===== src/rtl/rase_pkg.sv =====
package rase_pkg;

   localparam int REGISTER_COUNT_DEF = 32;
   localparam int MEMORY_DEPTH_DEF   = 65536;
   localparam int DATA_W             = 32;
   localparam int UPPER_SHIFT        = 16;
   localparam int CSR_INDEX_W        = 2;
   localparam int MEMORY_BYTES_W     = 17;

   localparam logic [3:0] OP_ADD   = 4'd0;
   localparam logic [3:0] OP_AND   = 4'd1;
   localparam logic [3:0] OP_OR    = 4'd2;
   localparam logic [3:0] OP_XOR   = 4'd3;
   localparam logic [3:0] OP_REMU  = 4'd4;
   localparam logic [3:0] OP_ADDI  = 4'd5;
   localparam logic [3:0] OP_ORI   = 4'd6;
   localparam logic [3:0] OP_LUI   = 4'd7;
   localparam logic [3:0] OP_STORE = 4'd8;

   localparam logic [2:0] STS_OK        = 3'd0;
   localparam logic [2:0] STS_MEM_TRAP  = 3'd1;
   localparam logic [2:0] STS_MMIO_TRAP = 3'd2;
   localparam logic [2:0] STS_UNHANDLED = 3'd3;
   localparam logic [2:0] STS_HALTED    = 3'd4;

   localparam logic [CSR_INDEX_W-1:0] CSR_MMIO_MASK    = 2'd0;
   localparam logic [CSR_INDEX_W-1:0] CSR_STDOUT_ADDR  = 2'd1;
   localparam logic [CSR_INDEX_W-1:0] CSR_MEMORY_BYTES = 2'd2;

   localparam logic [DATA_W-1:0]         MMIO_MASK_RESET    = 32'h8000_0000;
   localparam logic [DATA_W-1:0]         STDOUT_ADDR_RESET  = 32'h8000_0000;
   localparam logic [MEMORY_BYTES_W-1:0] MEMORY_BYTES_RESET = 17'h1_0000;

   typedef struct packed {
      logic [3:0]         op;
      logic [4:0]         dest_reg;
      logic [4:0]         src_reg_a;
      logic [4:0]         src_reg_b;
      logic signed [15:0] imm;
   } req_type;

   typedef struct packed {
      logic [2:0]        status;
      logic              reg_write;
      logic [4:0]        reg_index;
      logic [DATA_W-1:0] reg_value;
      logic              mem_write;
      logic [DATA_W-1:0] mem_addr;
      logic [DATA_W-1:0] mem_data;
      logic              char_valid;
      logic [7:0]        char_out;
   } rsp_type;

endpackage


===== src/rtl/register_alu_store_executor.sv =====
// order: a taken word becomes the current word, then its result is registered once the
// output is free; unsigned remainder by non-zero divisor first runs the bit-serial divider
// throughput: one word per cycle while the output takes each result and no division runs
// register file lives in two mirrored registered RAMs, with forwarding of the last write
// reset (synchronous): registers read as zero, halt clears, csr take their reset values;
// data memory is not cleared and no clearing pass runs
module register_alu_store_executor #(
   parameter int REGISTER_COUNT = rase_pkg::REGISTER_COUNT_DEF,
   parameter int MEMORY_DEPTH   = rase_pkg::MEMORY_DEPTH_DEF
) (
   input  logic                                clock,
   input  logic                                reset,
   input  logic                                req_valid,
   output logic                                req_ready,
   input  rase_pkg::req_type                   req_word,
   output logic                                rsp_valid,
   input  logic                                rsp_ready,
   output rase_pkg::rsp_type                   rsp_word,
   input  logic                                csr_valid,
   output logic                                csr_ready,
   input  logic [rase_pkg::CSR_INDEX_W-1:0]    csr_index,
   input  logic [rase_pkg::DATA_W-1:0]         csr_data
);
   import rase_pkg::*;

   localparam int RA_W  = $clog2(REGISTER_COUNT);
   localparam int ROWS  = (MEMORY_DEPTH + 3) / 4;
   localparam int ROW_W = (ROWS > 1) ? $clog2(ROWS) : 1;
   localparam int CNT_W = $clog2(DATA_W);
   localparam logic [DATA_W:0]  DEPTH_LIMIT = (DATA_W + 1)'(MEMORY_DEPTH);
   localparam logic [CNT_W-1:0] LAST_STEP   = CNT_W'(DATA_W - 1);

   localparam logic [1:0] ST_IDLE = 2'd0;
   localparam logic [1:0] ST_EXEC = 2'd1;
   localparam logic [1:0] ST_DIV  = 2'd2;
   localparam logic [1:0] ST_FIN  = 2'd3;

   logic [1:0]                state_ff, state_in;
   req_type                   cur_ff, cur_in;
   rsp_type                   rsp_word_ff, rsp_in;
   logic                      rsp_valid_ff, rsp_valid_in;
   logic                      halted_ff, halted_in;
   logic [REGISTER_COUNT-1:0] reg_valid_ff, reg_valid_in;
   logic                      fwd_hit_ff, fwd_hit_in;
   logic [RA_W-1:0]           fwd_idx_ff, fwd_idx_in;
   logic [DATA_W-1:0]         fwd_val_ff, fwd_val_in;
   logic [DATA_W-1:0]         mmio_mask_ff, mmio_mask_in;
   logic [DATA_W-1:0]         stdout_addr_ff, stdout_addr_in;
   logic [MEMORY_BYTES_W-1:0] memory_bytes_ff, memory_bytes_in;
   logic [DATA_W-1:0]         rem_ff, rem_in;
   logic [DATA_W-1:0]         quo_ff, quo_in;
   logic [DATA_W-1:0]         dvs_ff, dvs_in;
   logic [CNT_W-1:0]          cnt_ff, cnt_in;

   logic              req_accept, out_free, complete, need_div, set_halt;
   logic              reg_we, mem_we, alu_we;
   logic [RA_W-1:0]   ram_a_addr, ram_b_addr;
   logic [DATA_W-1:0] ram_a_data, ram_b_data;
   logic [4:0]        idx_a, idx_b;
   logic [DATA_W-1:0] opa, opb, imm_sx, alu_v, st_addr;
   logic              mmio_hit, mem_oob;
   logic [DATA_W:0]   limit, end_addr, rem_sh, rem_diff;
   logic [1:0]        lane_off [4];
   logic [DATA_W-1:0] lane_byte_addr [4];
   logic [ROW_W-1:0]  lane_row [4];
   logic [7:0]        lane_data [4];

   // register file, mirrored for two read ports
   assign ram_a_addr = req_word.src_reg_a[RA_W-1:0];
   assign ram_b_addr = (req_word.op == OP_STORE) ? req_word.dest_reg[RA_W-1:0]
                                                 : req_word.src_reg_b[RA_W-1:0];

   rase_ram #(.WIDTH(DATA_W), .DEPTH(REGISTER_COUNT)) u_regs_a (
      .clock   (clock),
      .wr_en   (reg_we),
      .wr_addr (rsp_in.reg_index[RA_W-1:0]),
      .wr_data (rsp_in.reg_value),
      .rd_en   (req_accept),
      .rd_addr (ram_a_addr),
      .rd_data (ram_a_data)
   );

   rase_ram #(.WIDTH(DATA_W), .DEPTH(REGISTER_COUNT)) u_regs_b (
      .clock   (clock),
      .wr_en   (reg_we),
      .wr_addr (rsp_in.reg_index[RA_W-1:0]),
      .wr_data (rsp_in.reg_value),
      .rd_en   (req_accept),
      .rd_addr (ram_b_addr),
      .rd_data (ram_b_data)
   );

   // operands: forwarded write, then stored word, else zero
   always_comb begin
      idx_a = cur_ff.src_reg_a;
      idx_b = (cur_ff.op == OP_STORE) ? cur_ff.dest_reg : cur_ff.src_reg_b;
      if (int'(idx_a) >= REGISTER_COUNT) begin
         opa = '0;
      end else if (fwd_hit_ff && fwd_idx_ff == idx_a[RA_W-1:0]) begin
         opa = fwd_val_ff;
      end else if (reg_valid_ff[idx_a[RA_W-1:0]]) begin
         opa = ram_a_data;
      end else begin
         opa = '0;
      end
      if (int'(idx_b) >= REGISTER_COUNT) begin
         opb = '0;
      end else if (fwd_hit_ff && fwd_idx_ff == idx_b[RA_W-1:0]) begin
         opb = fwd_val_ff;
      end else if (reg_valid_ff[idx_b[RA_W-1:0]]) begin
         opb = ram_b_data;
      end else begin
         opb = '0;
      end
   end

   assign imm_sx = DATA_W'(cur_ff.imm);

   always_comb begin
      alu_v  = '0;
      alu_we = 1'b1;
      unique case (cur_ff.op)
         OP_ADD:  alu_v = opa + opb;
         OP_AND:  alu_v = opa & opb;
         OP_OR:   alu_v = opa | opb;
         OP_XOR:  alu_v = opa ^ opb;
         OP_REMU: alu_v = opa;
         OP_ADDI: alu_v = opa + imm_sx;
         OP_ORI:  alu_v = opa | imm_sx;
         OP_LUI:  alu_v = opa | (DATA_W'(unsigned'(cur_ff.imm)) << UPPER_SHIFT);
         default: alu_we = 1'b0;
      endcase
   end

   assign need_div = (cur_ff.op == OP_REMU) && (opb != '0);

   // store address checks
   assign st_addr  = opa + imm_sx;
   assign mmio_hit = (st_addr & mmio_mask_ff) != '0;
   assign limit    = ((DATA_W + 1)'(memory_bytes_ff) > DEPTH_LIMIT)
                     ? DEPTH_LIMIT : (DATA_W + 1)'(memory_bytes_ff);
   assign end_addr = {1'b0, st_addr} + (DATA_W + 1)'(4);
   assign mem_oob  = end_addr > limit;

   assign out_free  = !rsp_valid_ff || rsp_ready;
   assign complete  = out_free && ((state_ff == ST_EXEC && (halted_ff || !need_div))
                                   || state_ff == ST_FIN);
   assign req_ready = (state_ff == ST_IDLE) || complete;
   assign req_accept = req_valid && req_ready;

   // result word
   always_comb begin
      rsp_in   = '0;
      set_halt = 1'b0;
      if (state_ff == ST_FIN) begin
         if (int'(cur_ff.dest_reg) < REGISTER_COUNT) begin
            rsp_in.reg_write = 1'b1;
            rsp_in.reg_index = cur_ff.dest_reg;
            rsp_in.reg_value = rem_ff;
         end
      end else if (halted_ff) begin
         rsp_in.status = STS_HALTED;
      end else if (alu_we) begin
         if (int'(cur_ff.dest_reg) < REGISTER_COUNT) begin
            rsp_in.reg_write = 1'b1;
            rsp_in.reg_index = cur_ff.dest_reg;
            rsp_in.reg_value = alu_v;
         end
      end else if (cur_ff.op == OP_STORE) begin
         rsp_in.mem_addr = st_addr;
         rsp_in.mem_data = opb;
         if (!mmio_hit) begin
            if (mem_oob) begin
               rsp_in.status = STS_MEM_TRAP;
               set_halt      = 1'b1;
            end else begin
               rsp_in.mem_write = 1'b1;
            end
         end else if (st_addr == stdout_addr_ff) begin
            rsp_in.char_valid = 1'b1;
            rsp_in.char_out   = opb[7:0];
         end else begin
            rsp_in.status = STS_MMIO_TRAP;
            set_halt      = 1'b1;
         end
      end else begin
         rsp_in.status = STS_UNHANDLED;
      end
   end

   assign reg_we = complete && rsp_in.reg_write;
   assign mem_we = complete && rsp_in.mem_write;

   // data memory: four byte lanes, little-endian, any alignment
   always_comb begin
      for (int l = 0; l < 4; l++) begin
         lane_off[l]       = 2'(l) - st_addr[1:0];
         lane_byte_addr[l] = st_addr + DATA_W'(lane_off[l]);
         lane_row[l]       = lane_byte_addr[l][ROW_W+1:2];
         lane_data[l]      = 8'(opb >> {lane_off[l], 3'b000});
      end
   end

   for (genvar g = 0; g < 4; g++) begin : g_lane
      rase_ram #(.WIDTH(8), .DEPTH(ROWS)) u_bytes (
         .clock   (clock),
         .wr_en   (mem_we),
         .wr_addr (lane_row[g]),
         .wr_data (lane_data[g]),
         .rd_en   (1'b0),
         .rd_addr (lane_row[g]),
         .rd_data ()
      );
   end

   // bit-serial remainder
   assign rem_sh   = {rem_ff, quo_ff[DATA_W-1]};
   assign rem_diff = rem_sh - {1'b0, dvs_ff};

   always_comb begin
      state_in     = state_ff;
      cur_in       = req_accept ? req_word : cur_ff;
      rsp_valid_in = complete ? 1'b1 : (rsp_ready ? 1'b0 : rsp_valid_ff);
      halted_in    = halted_ff || (complete && set_halt);
      reg_valid_in = reg_valid_ff;
      fwd_hit_in   = req_accept ? reg_we : fwd_hit_ff;
      fwd_idx_in   = reg_we ? rsp_in.reg_index[RA_W-1:0] : fwd_idx_ff;
      fwd_val_in   = reg_we ? rsp_in.reg_value : fwd_val_ff;
      rem_in       = rem_ff;
      quo_in       = quo_ff;
      dvs_in       = dvs_ff;
      cnt_in       = cnt_ff;
      if (reg_we) begin
         reg_valid_in[rsp_in.reg_index[RA_W-1:0]] = 1'b1;
      end
      unique case (state_ff)
         ST_IDLE: begin
            if (req_accept) begin
               state_in = ST_EXEC;
            end
         end
         ST_EXEC: begin
            if (!halted_ff && need_div) begin
               state_in = ST_DIV;
               rem_in   = '0;
               quo_in   = opa;
               dvs_in   = opb;
               cnt_in   = '0;
            end else if (complete) begin
               state_in = req_accept ? ST_EXEC : ST_IDLE;
            end
         end
         ST_DIV: begin
            quo_in = quo_ff << 1;
            rem_in = (rem_sh >= {1'b0, dvs_ff}) ? rem_diff[DATA_W-1:0] : rem_sh[DATA_W-1:0];
            cnt_in = cnt_ff + CNT_W'(1);
            if (cnt_ff == LAST_STEP) begin
               state_in = ST_FIN;
            end
         end
         ST_FIN: begin
            if (complete) begin
               state_in = req_accept ? ST_EXEC : ST_IDLE;
            end
         end
         default: state_in = ST_IDLE;
      endcase
   end

   // configuration
   assign csr_ready = 1'b1;

   always_comb begin
      mmio_mask_in    = mmio_mask_ff;
      stdout_addr_in  = stdout_addr_ff;
      memory_bytes_in = memory_bytes_ff;
      if (csr_valid) begin
         unique case (csr_index)
            CSR_MMIO_MASK:    mmio_mask_in    = csr_data;
            CSR_STDOUT_ADDR:  stdout_addr_in  = csr_data;
            CSR_MEMORY_BYTES: memory_bytes_in = csr_data[MEMORY_BYTES_W-1:0];
            default: ;
         endcase
      end
   end

   always_ff @(posedge clock) begin
      if (reset) begin
         state_ff        <= ST_IDLE;
         rsp_valid_ff    <= 1'b0;
         halted_ff       <= 1'b0;
         reg_valid_ff    <= '0;
         fwd_hit_ff      <= 1'b0;
         mmio_mask_ff    <= MMIO_MASK_RESET;
         stdout_addr_ff  <= STDOUT_ADDR_RESET;
         memory_bytes_ff <= MEMORY_BYTES_RESET;
      end else begin
         state_ff        <= state_in;
         rsp_valid_ff    <= rsp_valid_in;
         halted_ff       <= halted_in;
         reg_valid_ff    <= reg_valid_in;
         fwd_hit_ff      <= fwd_hit_in;
         mmio_mask_ff    <= mmio_mask_in;
         stdout_addr_ff  <= stdout_addr_in;
         memory_bytes_ff <= memory_bytes_in;
      end
   end

   always_ff @(posedge clock) begin
      cur_ff     <= cur_in;
      fwd_idx_ff <= fwd_idx_in;
      fwd_val_ff <= fwd_val_in;
      rem_ff     <= rem_in;
      quo_ff     <= quo_in;
      dvs_ff     <= dvs_in;
      cnt_ff     <= cnt_in;
      if (complete) begin
         rsp_word_ff <= rsp_in;
      end
   end

   assign rsp_valid = rsp_valid_ff;
   assign rsp_word  = rsp_word_ff;

endmodule


===== src/rtl/rase_ram.sv =====
module rase_ram #(
   parameter int  WIDTH  = 32,
   parameter int  DEPTH  = 32,
   localparam int ADDR_W = (DEPTH > 1) ? $clog2(DEPTH) : 1
) (
   input  logic              clock,
   input  logic              wr_en,
   input  logic [ADDR_W-1:0] wr_addr,
   input  logic [WIDTH-1:0]  wr_data,
   input  logic              rd_en,
   input  logic [ADDR_W-1:0] rd_addr,
   output logic [WIDTH-1:0]  rd_data
);

   logic [WIDTH-1:0] mem [DEPTH];
   logic [WIDTH-1:0] rd_data_ff;

   always_ff @(posedge clock) begin
      if (wr_en) begin
         mem[wr_addr] <= wr_data;
      end
      if (rd_en) begin
         rd_data_ff <= mem[rd_addr];
      end
   end

   assign rd_data = rd_data_ff;

endmodule


===== config.mk =====
export PLATFORM = sky130hd
export DESIGN_NAME = register_alu_store_executor
export DESIGN_NICKNAME = d
export VERILOG_FILES = /design/src/rtl/rase_pkg.sv /design/src/rtl/register_alu_store_executor.sv /design/src/rtl/rase_ram.sv
export SDC_FILE = /design/constraint.sdc
export NUM_CORES = 2
export LEC_CHECK = 0
export BUFFER_PORTS_ARGS = -buffer_cell sky130_fd_sc_hd__buf_2
export CAP_MARGIN = 20
export CORE_ASPECT_RATIO = 0.8
export CORE_MARGIN = 2
export CORE_UTILIZATION = 45
export CTS_CLUSTER_DIAMETER = 100
export DETAILED_ROUTE_END_ITERATION = 6
export PLACE_DENSITY = 0.57
export SLEW_MARGIN = 20
export SYNTH_ARGS = -nofsm -noshare
export SYNTH_HDL_FRONTEND = slang
export SYNTH_SLANG_ARGS = --single-unit

===== constraint.sdc =====
create_clock -name clock -period 10 [get_ports clock]
set_clock_uncertainty 0.1 [all_clocks]
set_input_delay 1.5 -clock clock [delete_from_list [all_inputs] [get_ports clock]]
set_output_delay 1.5 -clock clock [all_outputs]
set_load 0.1 [all_outputs]

# After elaboration in Yosys (flattened, before gate mapping)
# Memory sizes are Yosys's and may differ from the RTL's. A register that Yosys moved wholly into a read port is not among the register bits.
# Index checks and enable logic that the tools add are counted.
[op_classes] n_reduce_logical=37 n_eq_ne=21 magnitude_cmp=7 n_bitwise=10 mux=54 add_sub_neg=5
[ops] cell="one-hot mux 32 bit (8 select lines)" count=1
[ops] cell="2-to-1 mux 32 bit" count=7
[ops] cell="2-to-1 mux 74 bit" count=2
[ops] cell="bitwise OR 32 bit" count=4
[ops] cell="one-hot mux 32 bit (2 select lines)" count=2
[ops] cell="2-to-1 mux 112 bit" count=1
[ops] cell="2-to-1 mux 38 bit" count=2
[ops] cell="adder 32 bit" count=2
[ops] cell="AND 32 bit" count=2
[ops] cell="nonzero test 32 bit" count=2
[ops] cell="adder 32 x 3 -> 33 bit (second input constant)" count=1
[ops] cell=">= comparator 33 x 32 -> 1 bit" count=1
[ops] cell="greater-than comparator 33 x 17 -> 1 bit" count=1
[ops] cell="equality test 32 bit" count=1
[ops] cell="subtractor 32 bit" count=1
[ops] cell="XOR 32 bit" count=1
[ops] cell="2-to-1 mux 1 bit" count=19
[ops] cell="less-than comparator 5 x 6 -> 1 bit (second input constant)" count=3
[ops] cell="2-to-1 mux 9 bit" count=2
[ops] cell="greater-than comparator 17 bit (second input constant)" count=1
[ops] cell="2-to-1 mux 17 bit" count=1
[ops] cell="equality test 4 x 3 -> 1 bit (second input constant)" count=4
[ops] cell="2-to-1 mux 5 bit" count=3
[ops] cell="2-to-1 mux 3 bit" count=4
[ops] cell="other kinds (29)" count=66
[word_totals] inputBits=74 ramBits=2048 ff_bits=406 out_inout_bits=118 memories=2 word_cells=165
[memory_table] name="u_regs_a.mem" depth=32 word_bits=32 rd=1 rd_ports_with_merged_regs=1 wr=1 line_no="rase_ram.sv:15" source="logic [WIDTH-1:0] mem [DEPTH];"
[memory_table] name="u_regs_b.mem" depth=32 word_bits=32 rd=1 rd_ports_with_merged_regs=1 wr=1 line_no="rase_ram.sv:15"

# Logic depth before layout (Yosys ltp)
[logic_depth] word_depth=19 ltp_mapped=30 ltp_nobuf=27

# By module
# From an unflattened synthesis, not the netlist that was laid out.
[hier_totals] hier_cells=7091 area_unflattened_um2=106214.4
[modules_own_cells] module="rase_ram (u_regs_a)" cells_per_inst=2260 seq_area_each_um2=31710.4 area_per_inst_um2=40812.9 instances=1
[modules_own_cells] module="rase_ram (u_regs_b)" cells_per_inst=2260 seq_area_each_um2=31710.4 area_per_inst_um2=40805.4 instances=1
[modules_own_cells] module="register_alu_store_executor" cells_per_inst=2571 seq_area_each_um2=11010.6 area_per_inst_um2=24596.1 instances=1

# Worst setup path before layout
# No wires, ideal clock.
[synth_path] kind="flip-flop to flip-flop" startpoint="reg cur_ff[33] in the netlist's numbering" endpoint="reg fwd_val_ff[28] (data pin)" required_ps=9431 setup_slack_ps=2682 path_buffers=2 arrival_time_ps=6748 period_less_slack_ps=7318 path_stages_with_launch=26 setup_time_ps=469 path_cell_list="edfxtp_1 -> nor4b_4 -> buf_6 -> mux2i_4 -> mux4_2 -> mux2i_1 -> mux2i_1 -> mux2_2 -> clkbuf_1 -> and3_1 -> a21oi_1 -> inv_1 -> ha_1 -> nor2b_1 -> o21ai_0 -> a21boi_0 -> o21a_1 -> o21ai_0 -> a21oi_1 -> a31oi_1 -> a311oi_1 -> a311oi_1 -> o21bai_1 -> a21oi_1 -> xor2_1 -> o21ai_0"
[synth_rtl] element="start: declaration" line_no="register_alu_store_executor.sv:39" source="req_type cur_ff, cur_in;"
[synth_rtl] element="start signal: assignment" line_no="register_alu_store_executor.sv:310" source="cur_ff <= cur_in;"
[synth_rtl] element="end signal: assignment" line_no="register_alu_store_executor.sv:312" source="fwd_val_ff <= fwd_val_in;"
[synth_rtl] element="end: declaration" line_no="register_alu_store_executor.sv:46" source="logic [DATA_W-1:0] fwd_val_ff, fwd_val_in;"

==> out/qor.yml <==
via_count: 50100
synth_fa_ha_area_share_pct: 2.04
crit_buf_inv: 3
io_pins: 192
syn_avg_cell_area_um2: 14.7
first_iter_violations: 7351
worstMarginPinSlew_ns: 1.17
met1_length_mm: 111
die_h_um: 367
nets: 5430
dieArea_um2: 168000
synthFlopType: "edfxtp_1"
post-route-util_pct: 50.6
critPathKind: "flip-flop to flip-flop"
power_frac_clock_pct: 40.5
synth_top_family_by_area: "multiplexers"
cts-resized-gates: 0
netlist_area_um2: 74200
n_fill_cell: 13700
hold_depth: 2
rsz0062_at_grt: "false"
top_layer: "met5"
p_leak_nw: 26.7
rrSetupSlack_ns: 1.37
internal_power_mw: 10.4
grt_pass1_vias: 47300
firstDrtPassIters: 7
critPathRequiredTime_ns: 10.33
multiInputGateArea_um2: 29400
worst_setup_path_end_kind: "flip-flop"
dr_wl_met2_mm: 113
routabilityCongestion: 0.994
layout_min_cycle_time_ns: 8.63
grt_use_total_pct: 30.5
cts.sinks: 1494
ys_seq_elements: 1494
cts_tree: "yes"
ff_latch_area_um2: 43700
initial_core_util_pct: 45.2
power_density_nw_per_um2: 167
cp.arrival_ns: 8.96
numCtsBuffers: 152
yosysTopAreaCell: "edfxtp_1"
cts_hold_buf: 0
slew_violations: 0
cp_slowest_stage_delay_ns: 0.78
ys_types: 109
outcome: "finished with violations"
synth_top_area_share_pct: 55.7
timing.final.crit_share_pct: 86.3
drt-total-wl_mm: 260
violations: "DRC"
synth_edf_count: 1376
max_cap_violations: 0
ys_top_cells_by_count: "edfxtp_1, nand2_1, mux4_2"
switchingPower_mw: 3.50
port-buffer-count: 190
seq_area_frac_synth_pct: 58.9
max_freq_ghz: 0.116
synth_warnings: 0
antenna_found_initial: 3
ir_worst_vdd_uv: 177
gr-total-overflow: 0
synth_cells: 5062
synth_mux_area_share_pct: 19.7
synth_compound_area_share_pct: 6.74
switching_share_pct: 25.2
synthTopCellsByArea: "edfxtp_1, mux4_2, nand2_1, dfxtp_1, ha_1"
relSlewSlack_pct: 21.8
ant_nets: 0
setup_viol: 0
clock_latency_ns: 0.82
clk_pin_slew_ns: 0.06
yosys.area_share.xor_xnor_pct: 1.60
synth_simple_gate_area_share_pct: 8.90
ctsHtreeMaxLevel: 4
path_delay_family: "compound AO/OA/AOI/OAI gates"
tns_ns: 0
grt_max_degree: 120
area_delta_synth_final_pct: 12.0
syn_nets: 5255
core-area_um2: 164000
start_kind: "flip-flop"
ctsRootBufferMaster: "clkbuf_16"
crit_cells: 25
seqPwrFrac_pct: 50.3
cts.path.max_buffers: 3
hpwl_mm: 168
route.met3.wl_mm: 27.1
rows: 133
async_flop_share_pct: 0
die_x_um: 458
p_comb_share_pct: 9.2
crit_fanout: 34
hp-class: "flip-flop to flip-flop"
finalHoldViolCount: 0
grt_pass1_wl_mm: 363
route.detailed.drc: 10
wl_per_cell_um: 34.6
via_per_inst: 6.67
synth.most_common_cell: "edfxtp_1"
critical_path.slowest_cell: "a2111oi_0"
drive_above_1_share_pct: 25.1
post_cts_buffers: 0
rr_worst_depth: 25
-- routing by layer --
layer / track usage (%) / vias to the layer above
li1: - / 20400
met1: 46.1 / 26200
met2: 44.1 / 3096
met3: 6.29 / 436
met4: 10.0 / 2
met5: 0 / -
-- per-stage QoR --
step / setup slack [ns] / hold slack (ns) / instances / power, mW / area [µm²]
4_1_cts: 1.66 / 0.366 / 7518 / 14.0 / 83100
5_1_grt: 1.06 / 0.383 / 7519 / 14.3 / 83100
6_report: 1.37 / 0.368 / 7520 / 13.9 / 83100
3_3_place_gp: 1.25 / 0.343 / 7242 / 8.40 / 78200
3_5_place_dp: 1.68 / 0.353 / 7242 / 8.40 / 78300
2_1_floorplan: 2.68 / 0.332 / 5062 / 7.94 / 74200
-- power groups by stage --
stage                     logic [mW]  clock network [mW]  registers (mW)
after global placement          1.27                   0            7.12
after CTS                       1.28                5.71            6.99
after global routing            1.35                5.95            6.99
after detailed placement        1.27                   0            7.12
final                           1.29                5.62            6.99
after floorplan                0.704                   0            7.23
-- worst reg2reg max path, delay by kind of cell, from the launching register on --
kind | cells | cell delay (ns)
buf+inv | 3 | 0.58
mux | 5 | 1.82
flops | 1 | 0.63
fa+ha+maj | 1 | 0.30
simple gates | 5 | 1.14
xor+xnor | 1 | 0.08
compound gates | 10 | 3.57
-- placed cells by master, fill, tap and decap left out, types with 21 or more instances in the layout --
cell type,n
a21o_1,43
buf_2,185
mux2i_1,43
o21ai_0,122
and2_1,26
clkbuf_16,153
clkinv_2,28
o21a_1,30
nand3_1,238
o21ai_2,21
nand2b_1,29
xor2_1,36
nand4_1,27
xnor2_1,85
edfxtp_1,1376
nor2_4,26
dfxtp_1,118
a221oi_1,25
ha_1,116
nor3_1,47
mux4_2,594
clkinv_1,33
nand2_1,648
buf_4,139
clkbuf_1,29
inv_1,93
a21oi_1,255
nor4_1,30
nor2_1,238
a22o_1,30
a22oi_1,26
mux2_2,59
-- flip-flops by register name, summed over array words and instances, names as in the netlist, 32 cells and up --
register,count
rsp_word,115
stdout_addr_ff,32
u_regs_b.rd_data,32
u_regs_a.mem,32
mmio_mask_ff,32
u_regs_b.mem,992
quo_ff,32
u_regs_a.rd_data,32
fwd_val_ff,32
reg_valid_ff,32
dvs_ff,32
rem_ff,32
-- worst paths after layout --
kind | startpoint | to
worst min register to register | mmio_mask_ff[21] | mmio_mask_ff[21]
worst max register to register | cur_ff[33] | u_regs_b.mem[30][31]
worst min-delay path | mmio_mask_ff[21] | mmio_mask_ff[21]
worst max-delay path | cur_ff[33] | u_regs_b.mem[30][31]
-- cell families (layout without fill, tap and decap cells) --
kind of cell | count (synthesis) | count (layout)
adder cells (fa/ha/maj) | 119 | 119
buffers and inverters | 413 | 710
AO/OA/AOI/OAI | 755 | 755
multiplexers | 705 | 705
AND/OR/NAND/NOR | 1447 | 1447
other | 1 | 2
flip-flops | 1494 | 1494
XOR/XNOR | 128 | 128
-- layout make-up --
type,instances,area share (%)
Clock inverter,91,0.998
Multi-Input combinational cell,3155,35.3
Timing Repair Buffer,335,2.62
Clock buffer,185,4.78
Antenna cell,1,0.00301
Inverter,99,0.450
Tap cell,2160,3.25
Sequential cell,1494,52.6
Note: power is estimated with default switching activity, not from simulation.
